`config.mk`:
```
export PLATFORM = sky130hd
export DESIGN_NAME = url_form_codec_top_flat
export DESIGN_NICKNAME = d
export VERILOG_FILES = /design/src/rtl/core/ufc_pkg.sv /design/src/rtl/core/ufc_in_if.sv /design/src/rtl/core/ufc_out_if.sv /design/src/rtl/core/ufc_step.sv /design/src/rtl/core/ufc_obuf.sv /design/src/rtl/core/url_form_codec_top.sv /design/src/flat_wrapper.sv
export SDC_FILE = /design/constraint.sdc
export NUM_CORES = 1
export LEC_CHECK = 0
export BUFFER_PORTS_ARGS = -buffer_cell sky130_fd_sc_hd__buf_2
export CORE_UTILIZATION = 50
export CTS_CLUSTER_SIZE = 40
export DETAILED_ROUTE_END_ITERATION = 16
export GPL_ROUTABILITY_DRIVEN = 0
export GPL_TIMING_DRIVEN = 0
export PLACE_DENSITY = 0.78
export SLEW_MARGIN = 10
export SYNTH_ARGS = -nofsm -noshare
export SYNTH_HDL_FRONTEND = slang
export SYNTH_SLANG_ARGS = --single-unit
export TNS_END_PERCENT = 30
```
`constraint.sdc`:
```
create_clock -name clk -period 3 [get_ports clk]
set_clock_uncertainty 0.05 [all_clocks]
set_input_delay 0.3 -clock clk [delete_from_list [all_inputs] [get_ports clk]]
set_output_delay 0.3 -clock clk [all_outputs]
set_load 0.01 [all_outputs]
```
`src/rtl/core/ufc_pkg.sv`:
```
// ufc_pkg: shared types, character constants and helper functions
// for the form url codec; no dependencies

package ufc_pkg;

    localparam logic [7:0] CH_PLUS    = 8'h2B;
    localparam logic [7:0] CH_SPACE   = 8'h20;
    localparam logic [7:0] CH_PERCENT = 8'h25;

    localparam logic DIR_ENCODE = 1'b0;
    localparam logic DIR_DECODE = 1'b1;

    localparam logic [1:0] MAX_RES = 2'd3;

    typedef enum logic [1:0] {
        PH_IDLE  = 2'd0,
        PH_PCT   = 2'd1,
        PH_DIGIT = 2'd2,
        PH_HALT  = 2'd3
    } phase_t;

    // one result request
    typedef struct packed {
        logic [7:0] out_byte;
        logic       has_byte;
        logic       run_last;
        logic       string_end;
        logic       bad_escape;
    } res_t;

    // everything one input request produces
    typedef struct packed {
        logic [1:0]      cnt;
        res_t [2:0]      res;
    } step_out_t;

    function automatic res_t mk_res(input logic [7:0] b, input logic has, input logic bad);
        res_t r;
        r.out_byte   = b;
        r.has_byte   = has;
        r.run_last   = 1'b0;
        r.string_end = 1'b0;
        r.bad_escape = bad;
        return r;
    endfunction

    // {ok, value} of a hex digit in either case
    function automatic logic [4:0] hex_val(input logic [7:0] c);
        logic [4:0] r;
        r = 5'd0;
        if (c inside {[8'h30:8'h39]})
        begin
            r = {1'b1, c[3:0]};
        end
        else if (c inside {[8'h41:8'h46], [8'h61:8'h66]})
        begin
            r = {1'b1, c[3:0] + 4'd9};
        end
        return r;
    endfunction

    // upper-case hex character of a nibble
    function automatic logic [7:0] hex_char(input logic [3:0] nib);
        logic [7:0] r;
        if (nib < 4'd10)
        begin
            r = {4'h0, nib} + 8'h30;
        end
        else
        begin
            r = {4'h0, nib} + 8'h37;
        end
        return r;
    endfunction

    function automatic logic is_alnum(input logic [7:0] c);
        return c inside {[8'h30:8'h39], [8'h41:8'h5A], [8'h61:8'h7A]};
    endfunction

endpackage

```
`src/rtl/core/ufc_in_if.sv`:
```
// ufc_in_if: input channel of the form url codec (valid/ready + payload)
// no dependencies

interface ufc_in_if;
    logic       valid;
    logic       ready;
    logic [7:0] in_byte;
    logic       in_last;

    modport source (output valid, output in_byte, output in_last, input ready);
    modport sink   (input valid, input in_byte, input in_last, output ready);
endinterface

```
`src/rtl/core/ufc_out_if.sv`:
```
// ufc_out_if: result channel of the form url codec (valid/ready + payload)
// no dependencies

interface ufc_out_if;
    logic       valid;
    logic       ready;
    logic [7:0] out_byte;
    logic       has_byte;
    logic       run_last;
    logic       string_end;
    logic       bad_escape;

    modport source (output valid, output out_byte, output has_byte, output run_last,
                    output string_end, output bad_escape, input ready);
    modport sink   (input valid, input out_byte, input has_byte, input run_last,
                    input string_end, input bad_escape, output ready);
endinterface

```
`src/rtl/core/ufc_step.sv`:
```
// ufc_step: direction register, decode state and per-request result logic
// depends on ufc_pkg

module ufc_step (
    input  logic                 clk,
    input  logic                 rst_n,
    input  logic                 accept,
    input  logic [7:0]           in_byte,
    input  logic                 in_last,
    input  logic                 cfg_we,
    input  logic                 cfg_data,
    output ufc_pkg::step_out_t   step_out
);

    logic              dir_reg;
    ufc_pkg::phase_t   phase_reg, phase_next;
    logic [3:0]        nib_reg, nib_next;
    logic [4:0]        hv;
    logic              se;

    always_comb
    begin
        hv         = ufc_pkg::hex_val(in_byte);
        phase_next = phase_reg;
        nib_next   = nib_reg;
        se         = in_last;
        step_out   = '0;

        if (dir_reg == ufc_pkg::DIR_ENCODE)
        begin
            if (ufc_pkg::is_alnum(in_byte))
            begin
                step_out.cnt    = 2'd1;
                step_out.res[0] = ufc_pkg::mk_res(in_byte, 1'b1, 1'b0);
            end
            else if (in_byte == ufc_pkg::CH_SPACE)
            begin
                step_out.cnt    = 2'd1;
                step_out.res[0] = ufc_pkg::mk_res(ufc_pkg::CH_PLUS, 1'b1, 1'b0);
            end
            else
            begin
                step_out.cnt    = ufc_pkg::MAX_RES;
                step_out.res[0] = ufc_pkg::mk_res(ufc_pkg::CH_PERCENT, 1'b1, 1'b0);
                step_out.res[1] = ufc_pkg::mk_res(ufc_pkg::hex_char(in_byte[7:4]), 1'b1, 1'b0);
                step_out.res[2] = ufc_pkg::mk_res(ufc_pkg::hex_char(in_byte[3:0]), 1'b1, 1'b0);
            end
        end
        else
        begin
            case (phase_reg)
                ufc_pkg::PH_IDLE:
                begin
                    if (in_byte == ufc_pkg::CH_PLUS)
                    begin
                        step_out.cnt    = 2'd1;
                        step_out.res[0] = ufc_pkg::mk_res(ufc_pkg::CH_SPACE, 1'b1, 1'b0);
                    end
                    else if (in_byte == ufc_pkg::CH_PERCENT)
                    begin
                        if (in_last)
                        begin
                            step_out.cnt    = 2'd1;
                            step_out.res[0] = ufc_pkg::mk_res(8'h00, 1'b0, 1'b1);
                        end
                        else
                        begin
                            phase_next = ufc_pkg::PH_PCT;
                        end
                    end
                    else
                    begin
                        step_out.cnt    = 2'd1;
                        step_out.res[0] = ufc_pkg::mk_res(in_byte, 1'b1, 1'b0);
                    end
                end
                ufc_pkg::PH_PCT:
                begin
                    if (hv[4])
                    begin
                        nib_next = hv[3:0];
                        if (in_last)
                        begin
                            step_out.cnt    = 2'd1;
                            step_out.res[0] = ufc_pkg::mk_res({4'h0, hv[3:0]}, 1'b1, 1'b0);
                            phase_next      = ufc_pkg::PH_IDLE;
                        end
                        else
                        begin
                            phase_next = ufc_pkg::PH_DIGIT;
                        end
                    end
                    else
                    begin
                        // bad escape ends the string here
                        step_out.cnt    = 2'd1;
                        step_out.res[0] = ufc_pkg::mk_res(8'h00, 1'b0, 1'b1);
                        se              = 1'b1;
                        phase_next      = in_last ? ufc_pkg::PH_IDLE : ufc_pkg::PH_HALT;
                    end
                end
                ufc_pkg::PH_DIGIT:
                begin
                    step_out.cnt = 2'd1;
                    if (hv[4])
                    begin
                        step_out.res[0] = ufc_pkg::mk_res({nib_reg, hv[3:0]}, 1'b1, 1'b0);
                    end
                    else
                    begin
                        step_out.res[0] = ufc_pkg::mk_res({4'h0, nib_reg}, 1'b1, 1'b0);
                    end
                    phase_next = ufc_pkg::PH_IDLE;
                end
                default:
                begin
                    if (in_last)
                    begin
                        phase_next = ufc_pkg::PH_IDLE;
                    end
                end
            endcase
        end

        // mark the final result of this request
        case (step_out.cnt)
            2'd1:
            begin
                step_out.res[0].run_last   = 1'b1;
                step_out.res[0].string_end = se;
            end
            2'd3:
            begin
                step_out.res[2].run_last   = 1'b1;
                step_out.res[2].string_end = se;
            end
            default:
            begin
            end
        endcase
    end

    always_ff @(posedge clk or negedge rst_n)
    begin
        if (!rst_n)
        begin
            dir_reg   <= ufc_pkg::DIR_ENCODE;
            phase_reg <= ufc_pkg::PH_IDLE;
            nib_reg   <= 4'h0;
        end
        else if (cfg_we)
        begin
            dir_reg   <= cfg_data;
            phase_reg <= ufc_pkg::PH_IDLE;
            nib_reg   <= 4'h0;
        end
        else if (accept)
        begin
            phase_reg <= phase_next;
            nib_reg   <= nib_next;
        end
    end

endmodule

```
`src/rtl/core/ufc_obuf.sv`:
```
// ufc_obuf: three-entry result buffer, shifts out one result per cycle while out_ready is high
// depends on ufc_pkg

module ufc_obuf (
    input  logic                clk,
    input  logic                rst_n,
    input  logic                load,
    input  ufc_pkg::step_out_t  load_data,
    input  logic                out_ready,
    output logic                out_valid,
    output ufc_pkg::res_t       head,
    output logic                can_take,
    output logic [1:0]          fill
);

    ufc_pkg::res_t [2:0] buf_reg, buf_next;
    logic [1:0]          cnt_reg, cnt_next;
    logic                pop;

    assign out_valid = (cnt_reg != 2'd0);
    assign head      = buf_reg[0];
    assign pop       = out_valid && out_ready;
    assign can_take  = (cnt_reg == 2'd0) || ((cnt_reg == 2'd1) && out_ready);
    assign fill      = cnt_reg;

    always_comb
    begin
        buf_next = buf_reg;
        cnt_next = cnt_reg;
        if (load)
        begin
            buf_next = load_data.res;
            cnt_next = load_data.cnt;
        end
        else if (pop)
        begin
            buf_next[0] = buf_reg[1];
            buf_next[1] = buf_reg[2];
            cnt_next    = cnt_reg - 2'd1;
        end
    end

    always_ff @(posedge clk or negedge rst_n)
    begin
        if (!rst_n)
        begin
            cnt_reg <= 2'd0;
        end
        else
        begin
            cnt_reg <= cnt_next;
        end
    end

    always_ff @(posedge clk)
    begin
        buf_reg <= buf_next;
    end

endmodule

```
`src/rtl/core/url_form_codec_top.sv`:
```
// url_form_codec_top: form url codec, encode or decode one byte stream
// depends on ufc_pkg, ufc_in_if, ufc_out_if, ufc_step, ufc_obuf
//
//  channel   dir  payload                                              handshake
//  in_ch     in   in_byte[7:0], in_last                                valid/ready
//  out_ch    out  out_byte[7:0], has_byte, run_last, string_end,       valid/ready
//                 bad_escape
//  cfg       in   cfg_data (direction)                                 cfg_we, no ready
//
// an accepted request is turned into zero to three results in the same cycle and
// loaded into the result buffer; results leave one per cycle from the buffer head while out_ch.ready is high
// how fast requests are taken is set by that output buffer, so an escaped encode
// byte, with its three results, holds the input longest
// in_ch.ready is high while the buffer is empty or about to hand out its last entry
// reset clears direction to encode, decode state to idle and empties the buffer
// a direction write also returns the decode state to idle

module url_form_codec_top (
    input  logic              clk,
    input  logic              rst_n,
    ufc_in_if.sink            in_ch,
    ufc_out_if.source         out_ch,
    input  logic              cfg_we,
    input  logic              cfg_data
);

    ufc_pkg::step_out_t  step_out;
    ufc_pkg::res_t       head;
    logic                in_acc;
    logic                can_take;
    logic [1:0]          fill;

    // request accepted this edge
    assign in_ch.ready = can_take;
    assign in_acc      = in_ch.valid && can_take;

    // per-request logic and decode state
    ufc_step u_step (
        .clk      (clk),
        .rst_n    (rst_n),
        .accept   (in_acc),
        .in_byte  (in_ch.in_byte),
        .in_last  (in_ch.in_last),
        .cfg_we   (cfg_we),
        .cfg_data (cfg_data),
        .step_out (step_out)
    );

    // result buffer toward the sink
    ufc_obuf u_obuf (
        .clk       (clk),
        .rst_n     (rst_n),
        .load      (in_acc),
        .load_data (step_out),
        .out_ready (out_ch.ready),
        .out_valid (out_ch.valid),
        .head      (head),
        .can_take  (can_take),
        .fill      (fill)
    );

    assign out_ch.out_byte   = head.out_byte;
    assign out_ch.has_byte   = head.has_byte;
    assign out_ch.run_last   = head.run_last;
    assign out_ch.string_end = head.string_end;
    assign out_ch.bad_escape = head.bad_escape;

    // the end of a string is always the last result of its request
    a_end_is_run_last: assert property (@(posedge clk) disable iff (!rst_n)
        out_ch.valid && out_ch.string_end |-> out_ch.run_last)
        else $error("string_end without run_last");

    // a bad escape marker carries no byte and closes the string
    a_bad_marker: assert property (@(posedge clk) disable iff (!rst_n)
        out_ch.valid && out_ch.bad_escape |-> !out_ch.has_byte && out_ch.string_end)
        else $error("malformed bad escape marker");

    // a new request never overwrites results still waiting
    a_no_overwrite: assert property (@(posedge clk) disable iff (!rst_n)
        in_acc |-> (fill == 2'd0) || ((fill == 2'd1) && out_ch.ready))
        else $error("request accepted over pending results");

    // the buffer never shows a result past its request's last one
    a_run_last_drains: assert property (@(posedge clk) disable iff (!rst_n)
        out_ch.valid && out_ch.ready && out_ch.run_last && !in_acc |=> !out_ch.valid)
        else $error("result left after run_last");

endmodule

```
`src/flat_wrapper.sv`:
```
// flat-port wrapper written by rule: the top's interface ports become plain ports
module url_form_codec_top_flat 
  (clk, rst_n, cfg_we, cfg_data, in_ch_valid, in_ch_in_byte, in_ch_in_last, in_ch_ready, out_ch_valid, out_ch_out_byte, out_ch_has_byte, out_ch_run_last, out_ch_string_end, out_ch_bad_escape, out_ch_ready);
  ufc_in_if in_ch_i ();
  ufc_out_if out_ch_i ();
  input  logic clk;
  input  logic rst_n;
  input  logic cfg_we;
  input  logic cfg_data;
  input wire logic [$bits(in_ch_i.valid)-1:0] in_ch_valid;
  input wire logic [$bits(in_ch_i.in_byte)-1:0] in_ch_in_byte;
  input wire logic [$bits(in_ch_i.in_last)-1:0] in_ch_in_last;
  output wire logic [$bits(in_ch_i.ready)-1:0] in_ch_ready;
  output wire logic [$bits(out_ch_i.valid)-1:0] out_ch_valid;
  output wire logic [$bits(out_ch_i.out_byte)-1:0] out_ch_out_byte;
  output wire logic [$bits(out_ch_i.has_byte)-1:0] out_ch_has_byte;
  output wire logic [$bits(out_ch_i.run_last)-1:0] out_ch_run_last;
  output wire logic [$bits(out_ch_i.string_end)-1:0] out_ch_string_end;
  output wire logic [$bits(out_ch_i.bad_escape)-1:0] out_ch_bad_escape;
  input wire logic [$bits(out_ch_i.ready)-1:0] out_ch_ready;
  assign in_ch_i.valid = in_ch_valid;
  assign in_ch_i.in_byte = in_ch_in_byte;
  assign in_ch_i.in_last = in_ch_in_last;
  assign in_ch_ready = in_ch_i.ready;
  assign out_ch_valid = out_ch_i.valid;
  assign out_ch_out_byte = out_ch_i.out_byte;
  assign out_ch_has_byte = out_ch_i.has_byte;
  assign out_ch_run_last = out_ch_i.run_last;
  assign out_ch_string_end = out_ch_i.string_end;
  assign out_ch_bad_escape = out_ch_i.bad_escape;
  assign out_ch_i.ready = out_ch_ready;
  url_form_codec_top u_core (.clk(clk), .rst_n(rst_n), .in_ch(in_ch_i), .out_ch(out_ch_i), .cfg_we(cfg_we), .cfg_data(cfg_data));
endmodule
```
# Yosys cells after proc, flatten, opt, wreduce, memory -nomap -nowiden
# Index checks and enable logic that the tools add are counted.
# Widths: inputs -> output; s select.
[classes]
n_eq_ne = 11
magnitude_cmp = 10
n_addsub = 6
n_reduce_logical = 24
n_mux = 50
[ops]
columns = ["operator", "n"]
rows = [
  ["$mux 12", 6],
  ["$mux 24", 2],
  ["$pmux 12 s3", 1],
  ["$mux 2", 17],
  ["$le 8x7->1 const B", 4],
  ["$mux 15", 2],
  ["$add 4x6->7 const B", 4],
  ["$eq 8x6->1 const B", 3],
  ["$mux 4", 5],
  ["$ge 8x7->1 const B", 2],
  ["$mux 16", 1],
  ["$mux 8", 2],
  ["$mux 7", 2],
  ["$reduce_bool 2->1", 7],
  ["$pmux 2 s3", 2],
  ["$mux 5", 2],
  ["$ne 3x3->1 const B", 3],
  ["$ge 8x6->1 const B", 1],
  ["$le 8x6->1 const B", 1],
  ["$logic_and 1x1->1", 8],
  ["$lt 4x4->1 const B", 2],
  ["$mux 1", 8],
  ["$eq 2x1->1 const B", 3],
  ["$reduce_and 6->1", 1],
  ["other kinds (10)", 12],
]
[word_totals]
ff_bits = 44
output_inout_bits = 14
in_bits = 15

# Depth between registers and ports, before layout
[logic_depth]
word_depth = 11
ltp_mapped = 10
ltp_nobuf = 9

# By module
# From an unflattened synthesis, not the netlist that was laid out.
[unflattened]
cells_unflattened = 323
area_unflattened_um2 = 3221.8
[by_module_without_submodules]
columns = ["mod", "area_each_um2", "seq_area_each_um2", "n_inst", "cells_per_inst"]
rows = [
  ["ufc_obuf", 1647.8, 1131.1, 1, 93],
  ["ufc_step", 1567.8, 175.2, 1, 229],
  ["url_form_codec_top", 6.3, 0.0, 1, 1],
]

# Worst setup path after synthesis
# OpenSTA, ideal clock, no wires.
[synth_path]
path_type = "input to register"
from = "in in_ch_in_byte[1]"
to = "reg u_core.u_obuf.buf_reg, in the netlist u_core.u_obuf.head[5] (data pin)"
arrival_time_ns = 2.509
n_path_buf = 1
required_time_ns = 2.689
stages = 9
slack_ns = 0.180
cell_sequence = "clkbuf_1 > inv_1 > ha_1 > or4b_4 > a311o_1 > a32oi_2 > and2_4 > nor3_2 > a221o_1"
[synth_lines]
columns = ["item", "line", "text"]
rows = [
  ["start: declaration", "flat_wrapper.sv:11", "input wire logic [$bits(in_ch_i.in_byte)-1:0] in_ch_in_byte;"],
  ["end signal: assignment", "ufc_obuf.sv:57", "buf_reg <= buf_next;"],
  ["end: declaration", "ufc_obuf.sv:16", "ufc_pkg::res_t [2:0] buf_reg, buf_next;"],
]

==> qor.txt <==
========================================================================================
Number of distinct library cells after synthesis                                      74
Wirelength per Cell                                                              17.2 µm
Max Slew Vio Count                                                                     0
Global route total overflow                                                            0
Most used flip-flop cell after synthesis                                    sky130_fd_sc_hd__edfxtp_1
CTS tree                                                                             yes
Seq pwr share                                                                      45.3%
Clock Path Buffers                                                                     2
Antenna violations before repair                                                       0
Startpoint of the most critical setup path                                  u_core.u_obuf.fill[0]
Global routing usage on met2                                                       38.9%
Slowest Stage Delay on Critical Path                                             0.76 ns
Clock share of power                                                               18.9%
Outcome                                                                     finished, final reports clean
Number of search-and-repair iterations in the first detailed-routing pass              5
Post-Place Worst Slack                                                         -0.472 ns
Total Routed Length                                                              6.99 mm
Kind of critical path                                                            reg2reg
Async S/R FF share, synth                                                          22.0%
Global routing met1 resource utilization                                           31.2%
Placement row count                                                                   27
First-pass GRT wire length                                                       11.2 mm
Port Buffers                                                                          25
Simple-gate area share of the yosys netlist                                        20.2%
Worst path setup slack after routing                                            0.114 ns
Number of max-capacitance violations reported                                          0
Achievable frequency                                                             347 MHz
Cell occurring most often along the worst timing path                       sky130_fd_sc_hd__inv_1
Setup Viol. Count Final                                                                0
Per-cell via count in the routed design                                             6.29
Effective utilization at floorplan                                                 52.3%
I/O pin cnt                                                                           29
YS warnings                                                                            0
Dominant combinational cell family by area after synthesis                  compound AO/OA/AOI/OAI gates
Number of clock sinks                                                                 41
Initial DRC Count                                                                    277
Class of the tightest hold or removal check                                       in2reg
Switch share                                                                       33.8%
Post-route minimum period                                                        2.89 ns
Most crowded layer after global routing                                             met2
Die W                                                                            78.1 µm
Worst path cell trace                                                       inv_1 -> ha_1 -> a21o_1 -> nand2_2 -> inv_1 -> clkbuf_1 -> o21ai_0 -> mux2_2 -> a32oi_1
Met3 routing resource usage after global routing                                   3.60%
Dpl hpwl                                                                         5.09 mm
Data required time of the worst path                                             3.07 ns
Post-synth top area share                                                          33.1%
Antenna Diode Count                                                                    0
DRC violation count after routing                                                      0
Part of the Yosys area used for sequential elements                                40.9%
Net count after synthesis                                                            330
Share of cells above drive strength 1                                              20.1%
Clock latency reported for the late side of the worst-skew pair                  0.30 ns
Setup repair bufs after CTS                                                            0
Internal power of the cells                                                      1.26 mW
Combinational group share of total power                                           35.8%
Crit path to                                                                u_core.u_obuf.head[6]
Number of flip-flops and latches in the synthesized netlist                           41
End of the worst register-to-register path                                  u_core.u_obuf.head[6]
Top cell type by total area after synthesis                                 sky130_fd_sc_hd__edfxtp_1
Cell type of the slowest stage on the worst timing path                     sky130_fd_sc_hd__clkbuf_1
WHS Path Cells                                                                         2
Number of clock buffers inserted by TritonCTS                                          5
Highest net fanout along the worst path                                               19
# nets final                                                                         362
Post-synth EDFFs                                                                      32
Mapped cell area                                                                2900 µm²
Cell chosen for the clock root                                              sky130_fd_sc_hd__clkbuf_8
Tot GR Track Use                                                                   23.7%
Vias after detailed routing                                                         2547
Flop2flop setup slack                                                            0.11 ns
Register-to-Register Path Depth                                                        9
Cell types with the largest area share after synthesis                      sky130_fd_sc_hd__edfxtp_1 33%, sky130_fd_sc_hd__dfrtp_1 7.8%, sky130_fd_sc_hd__ha_1 6.5%
Number of global-route vias before repair                                           2293
Placeable core region                                                           5540 µm²
Number of flip-flops under the largest register name                                  20
Actual slew at the worst max-slew pin                                           0.999 ns
Switching component of the power                                                0.644 mW
R2R Path Start                                                              u_core.u_obuf.fill[0]
Fraction of synthesized area in multiplexers                                       2.24%
Worst-path clk slew                                                              0.08 ns
Compound-cell area share of the yosys netlist                                      22.4%
Y dimension of the die                                                           78.1 µm
Area Growth Syn to Fin                                                             10.7%
CP Launch Type                                                                  register
Leakage                                                                          1.29 nW
Design Power                                                                     1.90 mW
Unrepaired setup endpoints after global routing                                       no
Power per Cell Area                                                           594 nW/µm²
Worst slew margin relative to its limit                                            33.4%
Die area                                                                        6110 µm²
Peak supply drop                                                                0.303 mV
Final hold violation count                                                             0
Critical Path AT                                                                 2.96 ns
Number of instances in the synthesized netlist                                       300
H-tree levels                                                                          2
Synthesized-area fraction occupied by adder cells                                  6.47%
Number of nets still failing antenna checks after routing                              0
Endpoint kind of the worst setup timing path                                    register
Crit share post-route                                                              96.2%
Post-synthesis share of cell area spent on xor and xnor gates                     0.906%
Maximum number of pins on one net before global-route repair                          27
Synthesized area per cell                                                       9.66 µm²
========================================================================================
## worst max-delay path: cells and delay by family (launching register included)
kind	cells	cell delay, ns
buffers and inverters	3	0.97
AOI/OAI and AO/OA	3	0.61
DFF	1	0.42
muxes	1	0.33
adders and majority gates	1	0.19
and+or+nand+nor	1	0.14
## layout by cell type (no fill, tap or decap), types with 3 or more instances in the layout
cell	instances
sky130_fd_sc_hd__edfxtp_1	32
sky130_fd_sc_hd__clkbuf_1	9
sky130_fd_sc_hd__dfrtp_1	9
sky130_fd_sc_hd__nand2b_1	5
sky130_fd_sc_hd__ha_1	15
sky130_fd_sc_hd__o21ai_0	16
sky130_fd_sc_hd__mux2_2	4
sky130_fd_sc_hd__nand3b_1	5
sky130_fd_sc_hd__a211oi_1	4
sky130_fd_sc_hd__buf_2	27
sky130_fd_sc_hd__clkbuf_8	5
sky130_fd_sc_hd__nor2b_1	7
sky130_fd_sc_hd__a311oi_1	3
sky130_fd_sc_hd__nand2_1	29
sky130_fd_sc_hd__o31ai_2	3
sky130_fd_sc_hd__buf_4	10
sky130_fd_sc_hd__nor2_1	21
sky130_fd_sc_hd__and3_1	5
sky130_fd_sc_hd__inv_1	14
sky130_fd_sc_hd__o21ai_1	3
sky130_fd_sc_hd__nor3_1	6
sky130_fd_sc_hd__a21o_1	6
sky130_fd_sc_hd__a21oi_1	14
sky130_fd_sc_hd__and2_1	5
sky130_fd_sc_hd__nand3_1	9
## cell type report
| cell class | count | area, µm² |
|---|---|---|
| multi-input cells | 218 | 1510 |
| inverters | 15 | 56.3 |
| clock inverters | 3 | 17.5 |
| well taps | 72 | 90.1 |
| plain buffers | 25 | 143 |
| flip-flops and latches | 41 | 1190 |
| repair buffers | 26 | 135 |
| clock buffers | 5 | 68.8 |
| fillers | 517 | 2330 |
## repair_timing
item,CTS,global route
hold buffers,1,0
resized for setup,1,2
hold endpoints to repair,9,0
endpoints found under the setup margin,8,2
## power groups by stage
| stage | sequential [mW] | combinational [mW] | clock (mW) |
|---|---|---|---|
| after global routing | 0.875 | 0.746 | 0.383 |
| after floorplan | 0.872 | 0.469 | 0 |
| final | 0.863 | 0.681 | 0.361 |
| after CTS | 0.864 | 0.676 | 0.366 |
| after detailed placement | 0.878 | 0.672 | 0 |
| after global placement | 0.871 | 0.659 | 0 |
## per-layer routing
layer  share of wire, %  routed length [µm]  vias to the layer above
met2                 46                3220                      155
met4                3.7                 261                        0
met5                  0                   0                        -
li1                   -                   -                     1172
met3                7.3                 512                       28
met1                 43                2990                     1192
## kinds of logic after synthesis
kind of cell / Yosys count
AO/OA/AOI/OAI: 85
adder cells (fa/ha/maj): 15
AND/OR/NAND/NOR: 109
multiplexers: 6
flip-flops: 41
XOR/XNOR: 3
buffers and inverters: 41
## metrics by stage
step,setup TNS (ns),cell area [µm²],hold slack [ns],utilization [%],cells
3_3_place_gp,-5.60,3110,0.118,56.2,397
2_1_floorplan,0,2900,-0.0456,-,300
6_report,0,3210,0.187,57.9,405
3_5_place_dp,-7.16,3110,0.126,56.2,397
4_1_cts,0,3210,0.186,57.9,405
5_1_grt,0,3210,0.199,57.9,405
## cell usage after synthesis (all sizes together) (7+ instances only)
cell / number
nor3: 7
nand2: 30
buf: 15
nand3: 10
ha: 15
a21oi: 15
nor2b: 7
inv: 15
o21ai: 19
edfxtp: 32
nor2: 22
dfrtp: 9
clkbuf: 11
## worst min-delay path by stage
| stage | start | endpoint | slack [ns] |
|---|---|---|---|
| final | cfg_data | u_core.u_step.dir_reg | 0.19 |
| after global routing | cfg_data | u_core.u_step.dir_reg | 0.20 |
| after CTS | cfg_data | u_core.u_step.dir_reg | 0.19 |
| after detailed placement | rst_n | u_core.u_step.nib_reg[1] | 0.13 |
| after global placement | rst_n | u_core.u_step.nib_reg[0] | 0.12 |
| after floorplan | rst_n | u_core.u_obuf.fill[0] | -0.05 |
Note: power is estimated with default switching activity, not from simulation.
